### config.mk
export PLATFORM = sky130hd
export DESIGN_NAME = median_of_sample_set_unit
export DESIGN_NICKNAME = d
export VERILOG_FILES = /design/src/hdl/mss_pkg.sv /design/src/hdl/median_of_sample_set_unit.sv /design/src/hdl/mss_cell.sv
export SDC_FILE = /design/constraint.sdc
export NUM_CORES = 2
export LEC_CHECK = 0
export ABC_AREA = 0
export BUFFER_PORTS_ARGS = -buffer_cell sky130_fd_sc_hd__buf_2
export CORE_MARGIN = 10
export CORE_UTILIZATION = 24
export DETAILED_ROUTE_END_ITERATION = 7
export PLACE_DENSITY = 0.41
export SKIP_CTS_REPAIR_TIMING = 1
export SLEW_MARGIN = 0
export SYNTH_ARGS = -nofsm -noshare
export SYNTH_HDL_FRONTEND = slang
export SYNTH_SLANG_ARGS = --single-unit
### constraint.sdc
create_clock -name clk -period 5.3 [get_ports clk]
set_input_delay 0.265 -clock clk [delete_from_list [all_inputs] [get_ports clk]]
set_output_delay 0.265 -clock clk [all_outputs]
set_load 0.05 [all_outputs]
### src/hdl/mss_pkg.sv
// Package for the median-of-sample-set unit.
// Holds parameter defaults and the truncating average helper.
// No dependencies.
package mss_pkg;

	localparam int MAX_SAMPLES_DEF = 32;
	localparam int SAMPLE_BITS_DEF = 16;

	// Average of two signed values, rounded toward zero, at a fixed width of 32 bits.
	// The caller truncates the result to its own sample width.
	function automatic logic signed [31:0] avg_trunc(input logic signed [31:0] a,
		input logic signed [31:0] b);
		logic signed [32:0] sum;
		logic signed [32:0] adj;
		sum = {a[31], a} + {b[31], b};
		adj = sum + 33'(sum[32]);
		return adj[32:1];
	endfunction

endpackage

### src/hdl/median_of_sample_set_unit.sv
// Median of a signed sample set: top level with the cell chain and median logic.
// Depends on mss_pkg and mss_cell.
//
// Usage:
//   Input channel (in_valid/in_ready, sample, last_sample) takes one sample per
//   transaction. Samples are placed into a sorted chain of MAX_SAMPLES cells in
//   the cycle they are accepted, so a set streams in at one sample per cycle.
//   Samples arriving while the chain is full are dropped and flagged.
//   On the transaction marked last_sample, the block first picks the two middle
//   cells out of the chain (ST_MED), then forms their average (truncated toward
//   zero) in ST_AVG. in_ready is low in both states. The result then sits in an
//   output register (out_valid/out_ready, median_value, sample_count,
//   overflowed).
//   When the receiver stalls, the next set can already stream into the chain;
//   its last sample is still accepted, but then in_ready stays low until the
//   held result is taken.
//   Reset (arst_n low) empties the set, clears the drop flag and the output
//   valid; cell contents are not cleared and need no clearing pass.
module median_of_sample_set_unit
	import mss_pkg::*;
#(
	parameter int MAX_SAMPLES = MAX_SAMPLES_DEF,
	parameter int SAMPLE_BITS = SAMPLE_BITS_DEF,
	localparam int CW    = $clog2(MAX_SAMPLES + 1),
	localparam int IDX_W = (MAX_SAMPLES > 1) ? $clog2(MAX_SAMPLES) : 1
) (
	input  logic                          clk,
	input  logic                          arst_n,
	input  logic                          in_valid,
	output logic                          in_ready,
	input  logic signed [SAMPLE_BITS-1:0] sample,
	input  logic                          last_sample,
	output logic                          out_valid,
	input  logic                          out_ready,
	output logic signed [SAMPLE_BITS-1:0] median_value,
	output logic [CW-1:0]                 sample_count,
	output logic                          overflowed
);

	localparam int SB = SAMPLE_BITS;

	localparam logic [1:0] ST_IDLE = 2'd0;
	localparam logic [1:0] ST_MED  = 2'd1;
	localparam logic [1:0] ST_AVG  = 2'd2;

	logic [1:0]           state_q;
	logic [CW-1:0]        count_q;
	logic                 dropped_q;
	logic                 in_acc;
	logic                 full;
	logic                 ins_en;

	logic signed [SB-1:0] cell_val [MAX_SAMPLES];
	logic                 cell_gt  [MAX_SAMPLES];

	logic [CW-1:0]        lo_cnt;
	logic [CW-1:0]        hi_cnt;
	logic signed [SB-1:0] lo_sel;
	logic signed [SB-1:0] hi_sel;
	logic signed [SB-1:0] lo_q;
	logic signed [SB-1:0] hi_q;
	logic [CW-1:0]        n_q;
	logic                 drop_lat_q;
	logic signed [31:0]   avg_full;

	logic                 out_valid_q;
	logic signed [SB-1:0] median_q;
	logic [CW-1:0]        cnt_out_q;
	logic                 ovf_q;
	logic                 out_load;

	assign in_ready = (state_q == ST_IDLE);
	assign in_acc   = in_valid && in_ready;
	assign full     = (count_q == CW'(MAX_SAMPLES));
	assign ins_en   = in_acc && !full;

	// sorted insertion chain
	for (genvar i = 0; i < MAX_SAMPLES; i++) begin : g_cell
		logic signed [SB-1:0] lv;
		logic                 lg;
		if (i == 0) begin : g_head
			assign lv = sample;
			assign lg = 1'b0;
		end else begin : g_body
			assign lv = cell_val[i-1];
			assign lg = cell_gt[i-1];
		end
		mss_cell #(.SB(SB), .CW(CW), .IDX(i)) u_cell (
			.clk        (clk),
			.ins_en     (ins_en),
			.count      (count_q),
			.sample     (sample),
			.left_value (lv),
			.left_gt    (lg),
			.value      (cell_val[i]),
			.gt         (cell_gt[i])
		);
	end

	// middle positions: equal for odd count, adjacent for even count
	assign lo_cnt = (count_q - CW'(1)) >> 1;
	assign hi_cnt = count_q >> 1;

	always_comb begin
		lo_sel = '0;
		hi_sel = '0;
		for (int i = 0; i < MAX_SAMPLES; i++) begin
			if (IDX_W'(i) == lo_cnt[IDX_W-1:0]) lo_sel = cell_val[i];
			if (IDX_W'(i) == hi_cnt[IDX_W-1:0]) hi_sel = cell_val[i];
		end
	end

	assign avg_full = avg_trunc(32'(lo_q), 32'(hi_q));
	assign out_load = (state_q == ST_AVG) && (!out_valid_q || out_ready);

	// control: set count, drop flag, sequencing
	always_ff @(posedge clk or negedge arst_n) begin
		if (!arst_n) begin
			state_q   <= ST_IDLE;
			count_q   <= '0;
			dropped_q <= 1'b0;
		end else begin
			case (state_q)
				ST_IDLE: begin
					if (in_acc) begin
						if (full) dropped_q <= 1'b1;
						else      count_q   <= count_q + CW'(1);
						if (last_sample) state_q <= ST_MED;
					end
				end
				ST_MED: begin
					count_q   <= '0;
					dropped_q <= 1'b0;
					state_q   <= ST_AVG;
				end
				ST_AVG: begin
					if (out_load) state_q <= ST_IDLE;
				end
				default: state_q <= ST_IDLE;
			endcase
		end
	end

	// latch the middle pair and set totals
	always_ff @(posedge clk) begin
		if (state_q == ST_MED) begin
			lo_q       <= lo_sel;
			hi_q       <= hi_sel;
			n_q        <= count_q;
			drop_lat_q <= dropped_q;
		end
	end

	// output register
	always_ff @(posedge clk or negedge arst_n) begin
		if (!arst_n) begin
			out_valid_q <= 1'b0;
		end else if (out_load) begin
			out_valid_q <= 1'b1;
		end else if (out_ready) begin
			out_valid_q <= 1'b0;
		end
	end

	always_ff @(posedge clk) begin
		if (out_load) begin
			median_q  <= avg_full[SB-1:0];
			cnt_out_q <= n_q;
			ovf_q     <= drop_lat_q;
		end
	end

	assign out_valid    = out_valid_q;
	assign median_value = median_q;
	assign sample_count = cnt_out_q;
	assign overflowed   = ovf_q;

	// checks
	a_count_range: assert property (@(posedge clk) disable iff (!arst_n)
		count_q <= CW'(MAX_SAMPLES))
		else $error("set count beyond capacity");

	a_last_goes_med: assert property (@(posedge clk) disable iff (!arst_n)
		in_acc && last_sample |=> state_q == ST_MED)
		else $error("last sample did not start median");

	a_med_nonempty: assert property (@(posedge clk) disable iff (!arst_n)
		state_q == ST_MED |-> count_q != '0)
		else $error("median of empty set");

	a_out_from_avg: assert property (@(posedge clk) disable iff (!arst_n)
		$rose(out_valid_q) |-> $past(state_q) == ST_AVG)
		else $error("result appeared without averaging");

endmodule

### src/hdl/mss_cell.sv
// One cell of the sorted insertion chain: holds a single sample.
// Depends on mss_pkg for the default sample width.
module mss_cell
	import mss_pkg::*;
#(
	parameter int SB  = SAMPLE_BITS_DEF,
	parameter int CW  = 6,
	parameter int IDX = 0
) (
	input  logic                 clk,
	input  logic                 ins_en,
	input  logic [CW-1:0]        count,
	input  logic signed [SB-1:0] sample,
	input  logic signed [SB-1:0] left_value,
	input  logic                 left_gt,
	output logic signed [SB-1:0] value,
	output logic                 gt
);

	logic signed [SB-1:0] value_q;
	logic                 occ;

	// an empty cell acts as +infinity so the chain stays monotone
	assign occ   = CW'(IDX) < count;
	assign gt    = !occ || (value_q > sample);
	assign value = value_q;

	// shift right when the new sample sorts before this cell
	always_ff @(posedge clk) begin
		if (ins_en && gt) begin
			value_q <= left_gt ? left_value : sample;
		end
	end

endmodule

==> out/summary.md <==
The launching element type of the critical path was a flip-flop. The tools report the post-synth design cell area as 46690 µm². Subtracting the final worst setup slack from the clock period gives 5406 ps.

The tools report the worst-case setup slack after placement as -487.1 ps. For this block, the routed nets add up to 276300 µm of wire. For the worst flop-to-flop path, the logic depth is 11.

The number of antenna violations at the first check in global routing was 26. The total I/O pin count came out at 46. The worst path uses 102.0% of the clock period.

Area added between synthesis and finish: 15.55%. Measured along the y axis, the die boundary spans 461.1 µm. Among all flip-flop cells after synthesis, the most frequent one is sky130_fd_sc_hd__edfxtp_1. In the synthesized netlist the async set-or-reset flop fraction comes to 1.712%. The final number of setup-violating endpoints was 3. Cell internal power was estimated by the tool at 13.92 mW. For the antenna violation net count after detailed routing, the log shows 0. Across the whole layout, storage elements account for 17500 µm². After layout, the design draws a total of 27.00 mW.

Dividing the detail-routed via count by the number of cells gives 5.971. After legalization and detailed placement, the total HPWL measured 210400 µm. The sum of negative setup slack is -132.1 ps, and the number of DRC violations after detailed-routing iteration 0 is 5896. The number of rows created at floorplan is 161. The tools report the worst flop-to-flop path startpoint as count_q[1]$_DFFE_PN0P_.

Global routing used 25.01% of the available tracks. During synthesis, Yosys emitted a total of 0 warnings. The tools report the number of nets at the end of the flow as 5251. Net load switching power: 13.08 mW.

IR analysis of the VDD net gives a maximum drop of 269.3 µV. The via count of the first global-routing pass came out at 41495. Registers are responsible for 29.3% of the overall power. The tools report the starting density of the core as 24.20%. The die covers 212600 µm².

The worst setup slack after layout is -106.0 ps, and the proportion of layout cells with a drive suffix above 1 is 20.95%. The largest net degree at the start of global routing is 50. Synthesis produced a netlist whose cell count is 4563.

The first global-routing pass estimated 371100 µm of wire. The cell sitting at the root of the clock tree is a sky130_fd_sc_hd__clkbuf_16. A synthesized cell averages 10.23 µm². For the critical path arrival, the log shows 5900 ps.

Yosys attributes the largest share of cell area to sky130_fd_sc_hd__edfxtp_1 (37%), sky130_fd_sc_hd__ha_1 (14%), sky130_fd_sc_hd__mux2_2 (11%), sky130_fd_sc_hd__a21oi_1 (3.2%), sky130_fd_sc_hd__nand2_1 (2.8%). Based on the critical path, the design can be clocked at up to 185.0 MHz. TritonCTS built the clock tree.

Combinational cells account for 50.4% of the total power. Input and output buffers added on the ports amount to 45. The biggest area contributor in the post-synthesis netlist is sky130_fd_sc_hd__edfxtp_1. For the required time at the endpoint of the critical path, the log shows 5790 ps. For hold timing, the worst endpoint is dropped_q$_DFFE_PN0P_.

The first detailed-routing pass took 6 iterations. Yosys mapped a number of flops with a built-in enable equal to 574. Of the total power, the share spent switching nets is 48.44%. The min-delay analysis places its worst path in the category primary input to flip-flop. Fill cells in the final layout number 20186. Final hold analysis gives a worst-case slack of 35.32 ps. The final reports fail on negative setup slack. Startpoint-to-endpoint class of the critical path: flip-flop to flip-flop. Counting along the longest clock path gives a buffer depth of 3. The congestion estimate from routability-driven global placement came to 1.057. CTS built an H-tree with a depth of 3. The logs give 28030 µm² for the multi-input logic area and 0 for the count of endpoints failing hold in the final timing report.

STA classifies the critical path endpoint as a flip-flop. The horizontal extent of the die came out at 461.1 µm. The number of cells traversed by the worst hold path was 4; the count of unresolved DRC violations after routing was 0. For this design the static power due to leakage is 20.03 nW. Setup repair after global routing left no endpoint under its margin. After synthesis, the largest area contributor takes up 36.92% of total cell area.

The max-slew violation total from the final report was 0; the sequential share of the synthesized area was 37.45%. Power spread over the standard cell area amounts to 500.4 nW/µm². In the final routed layout, each cell accounts on average for 37.90 µm. On the final layout, the worst clock skew is 43.52 ps. The run finished, with violations left.

For the pin with the worst max-slew slack, the measured transition is 1281 ps. Of all nets on the critical path, the largest fanout is 47. The logs give 13.97% for the worst slew margin relative to its limit and 0 for the count of maximum capacitance violations. The number of clock sinks came out at 584.

Capture instance of the worst register-to-register path: hi_q[5]$_DFFE_PP_. The clock network latency to the later pin of the worst-skew pair was 740 ps. Synthesis instantiated 95 different standard cells from the library. The synthesis-stage register bit count is 584. The worst hold path begins at in_valid. Per report_power, the clock group accounts for 20.3% of the total. For the synthesized net count, the log shows 5117.

In this run the register-to-register setup slack is -110 ps. After global routing the overflow that remains totals 0. The number of clock buffers added by TritonCTS is 79. The clock transition at the registers of the reported paths was 60 ps; the core outline area was 193000 µm².

The run gives 43538 as the total number of vias.
synth_stat cells (51+ instances only):
| library cell | instances |
|---|---|
| sky130_fd_sc_hd__edfxtp_1 | 574 |
| sky130_fd_sc_hd__ha_1 | 532 |
| sky130_fd_sc_hd__mux2_2 | 466 |
| sky130_fd_sc_hd__nand2_1 | 350 |
| sky130_fd_sc_hd__nor2_1 | 312 |
| sky130_fd_sc_hd__a21oi_1 | 303 |
| sky130_fd_sc_hd__o21ai_0 | 253 |
| sky130_fd_sc_hd__clkbuf_1 | 186 |
| sky130_fd_sc_hd__nand4_1 | 126 |
| sky130_fd_sc_hd__nand3_1 | 101 |
| sky130_fd_sc_hd__o22ai_1 | 88 |
| sky130_fd_sc_hd__nor3_1 | 85 |
| sky130_fd_sc_hd__a21o_1 | 84 |
| sky130_fd_sc_hd__nor2b_1 | 83 |
| sky130_fd_sc_hd__a22oi_1 | 76 |
| sky130_fd_sc_hd__inv_1 | 71 |
| sky130_fd_sc_hd__o21a_1 | 60 |
| sky130_fd_sc_hd__o211ai_1 | 51 |
worst max path at each step:
stage	from	to	slack, ps	cells after the start
2_1_floorplan	count_q[1]$_DFFE_PN0P_	lo_q[9]$_DFFE_PP_	1300	16
3_3_place_gp	count_q[3]$_DFFE_PN0P_	hi_q[10]$_DFFE_PP_	-650	9
3_5_place_dp	count_q[3]$_DFFE_PN0P_	hi_q[10]$_DFFE_PP_	-490	9
4_1_cts	count_q[3]$_DFFE_PN0P_	hi_q[10]$_DFFE_PP_	-490	9
5_1_grt	count_q[2]$_DFFE_PN0P_	hi_q[5]$_DFFE_PP_	7	10
6_report	count_q[1]$_DFFE_PN0P_	hi_q[5]$_DFFE_PP_	-110	11
per-layer routing:
metal / part of all wire [%] / wire, µm / vias to the layer above / track usage, %
li1: - / - / 18299 / -
met3: 8.2 / 22670 / 489 / 4.693
met2: 43 / 118000 / 2417 / 37.57
met5: 0.081 / 223 / - / 0.4071
met4: 4.2 / 11670 / 18 / 9.475
met1: 45 / 123700 / 22315 / 35.27
cell type report:
class / count / area share (%)
clock buffer: 104 / 3.933
clock inverter: 39 / 0.8071
inverter: 72 / 0.5009
antenna: 6 / 0.02783
sequential: 584 / 32.44
multi-input combinational: 3646 / 51.95
tap: 2526 / 5.858
timing repair buffer: 314 / 4.485
worst max-delay path: stages (launching register included):
cell and delay, ps:
sky130_fd_sc_hd__dfrtp_4 510, sky130_fd_sc_hd__buf_4 650, sky130_fd_sc_hd__nand2b_1 610, sky130_fd_sc_hd__nor2_1 530, sky130_fd_sc_hd__buf_4 240, sky130_fd_sc_hd__a32oi_1 60, sky130_fd_sc_hd__o211a_1 210, sky130_fd_sc_hd__o21ai_1 350
sky130_fd_sc_hd__a21oi_1 290, sky130_fd_sc_hd__nor3_1 530, sky130_fd_sc_hd__o21ai_0 540, sky130_fd_sc_hd__a21oi_1 540
layout by cell type, fill, tap and decap left out, drive strengths merged, types with 18 or more instances in the layout:
cell,Yosys,routed
nand4,126,126
o221ai,23,23
a211oi,31,31
a221oi,46,46
o22ai,89,89
nor4,28,28
o21a,60,60
mux2i,48,48
o211ai,51,51
a222oi,20,20
a2111oi,25,25
a31oi,49,49
a22oi,76,76
o2111ai,20,20
a21oi,304,304
nor3,90,90
nand2b,40,40
nor2,315,315
clkinv,0,24
mux2,466,466
a21o,84,84
nand2,351,351
mux4,20,20
xnor2,22,22
nand3,102,102
ha,532,532
o31ai,30,30
nor2b,83,83
and2,18,18
edfxtp,574,574
clkbuf,186,104
buf,75,308
o21ai,263,263
inv,72,78
state kept, by name, summed over array words and instances (netlist names):
signal,cells
overflowed,1
n_q,6
out_valid,1
hi_q,16
drop_lat_q,1
dropped_q,1
count_q,6
g_cell.u_cell.value,512
state_q,2
median_value,16
sample_count,6
lo_q,16
power groups by stage:
stage | Combinational (mW) | Sequential, mW | Clock (mW)
detailed placement | 13.0 | 7.92 | 0
floorplan | 7.50 | 6.85 | 0
CTS | 13.1 | 7.83 | 5.56
finish | 13.6 | 7.91 | 5.47
global placement | 13.1 | 7.94 | 0
global route | 14.1 | 7.89 | 5.72
kinds of logic (layout without fill, tap and decap cells):
kind of cell | Yosys count | count (layout) | share of synthesized area [%]
AO/OA/AOI/OAI | 1315 | 1315 | 18.73
XOR/XNOR | 34 | 34 | 0.6377
adder cells (fa/ha/maj) | 533 | 533 | 14.30
buffers and inverters | 333 | 529 | 2.889
flip-flops | 584 | 584 | 37.45
multiplexers | 534 | 534 | 13.23
other | 0 | 6 | 0
AND/OR/NAND/NOR | 1230 | 1230 | 12.76
metrics by stage:
| stage | utilization [%] | cell area, µm² | std cells |
|---|---|---|---|
| finish | 27.96 | 53950 | 7291 |
| global placement | 26.58 | 51290 | 7134 |
| floorplan | - | 46690 | 4563 |
| CTS | 27.91 | 53860 | 7279 |
| detailed placement | 26.59 | 51310 | 7136 |
| global route | 27.95 | 53940 | 7286 |
No activity file was read; power rests on OpenSTA's default activity.
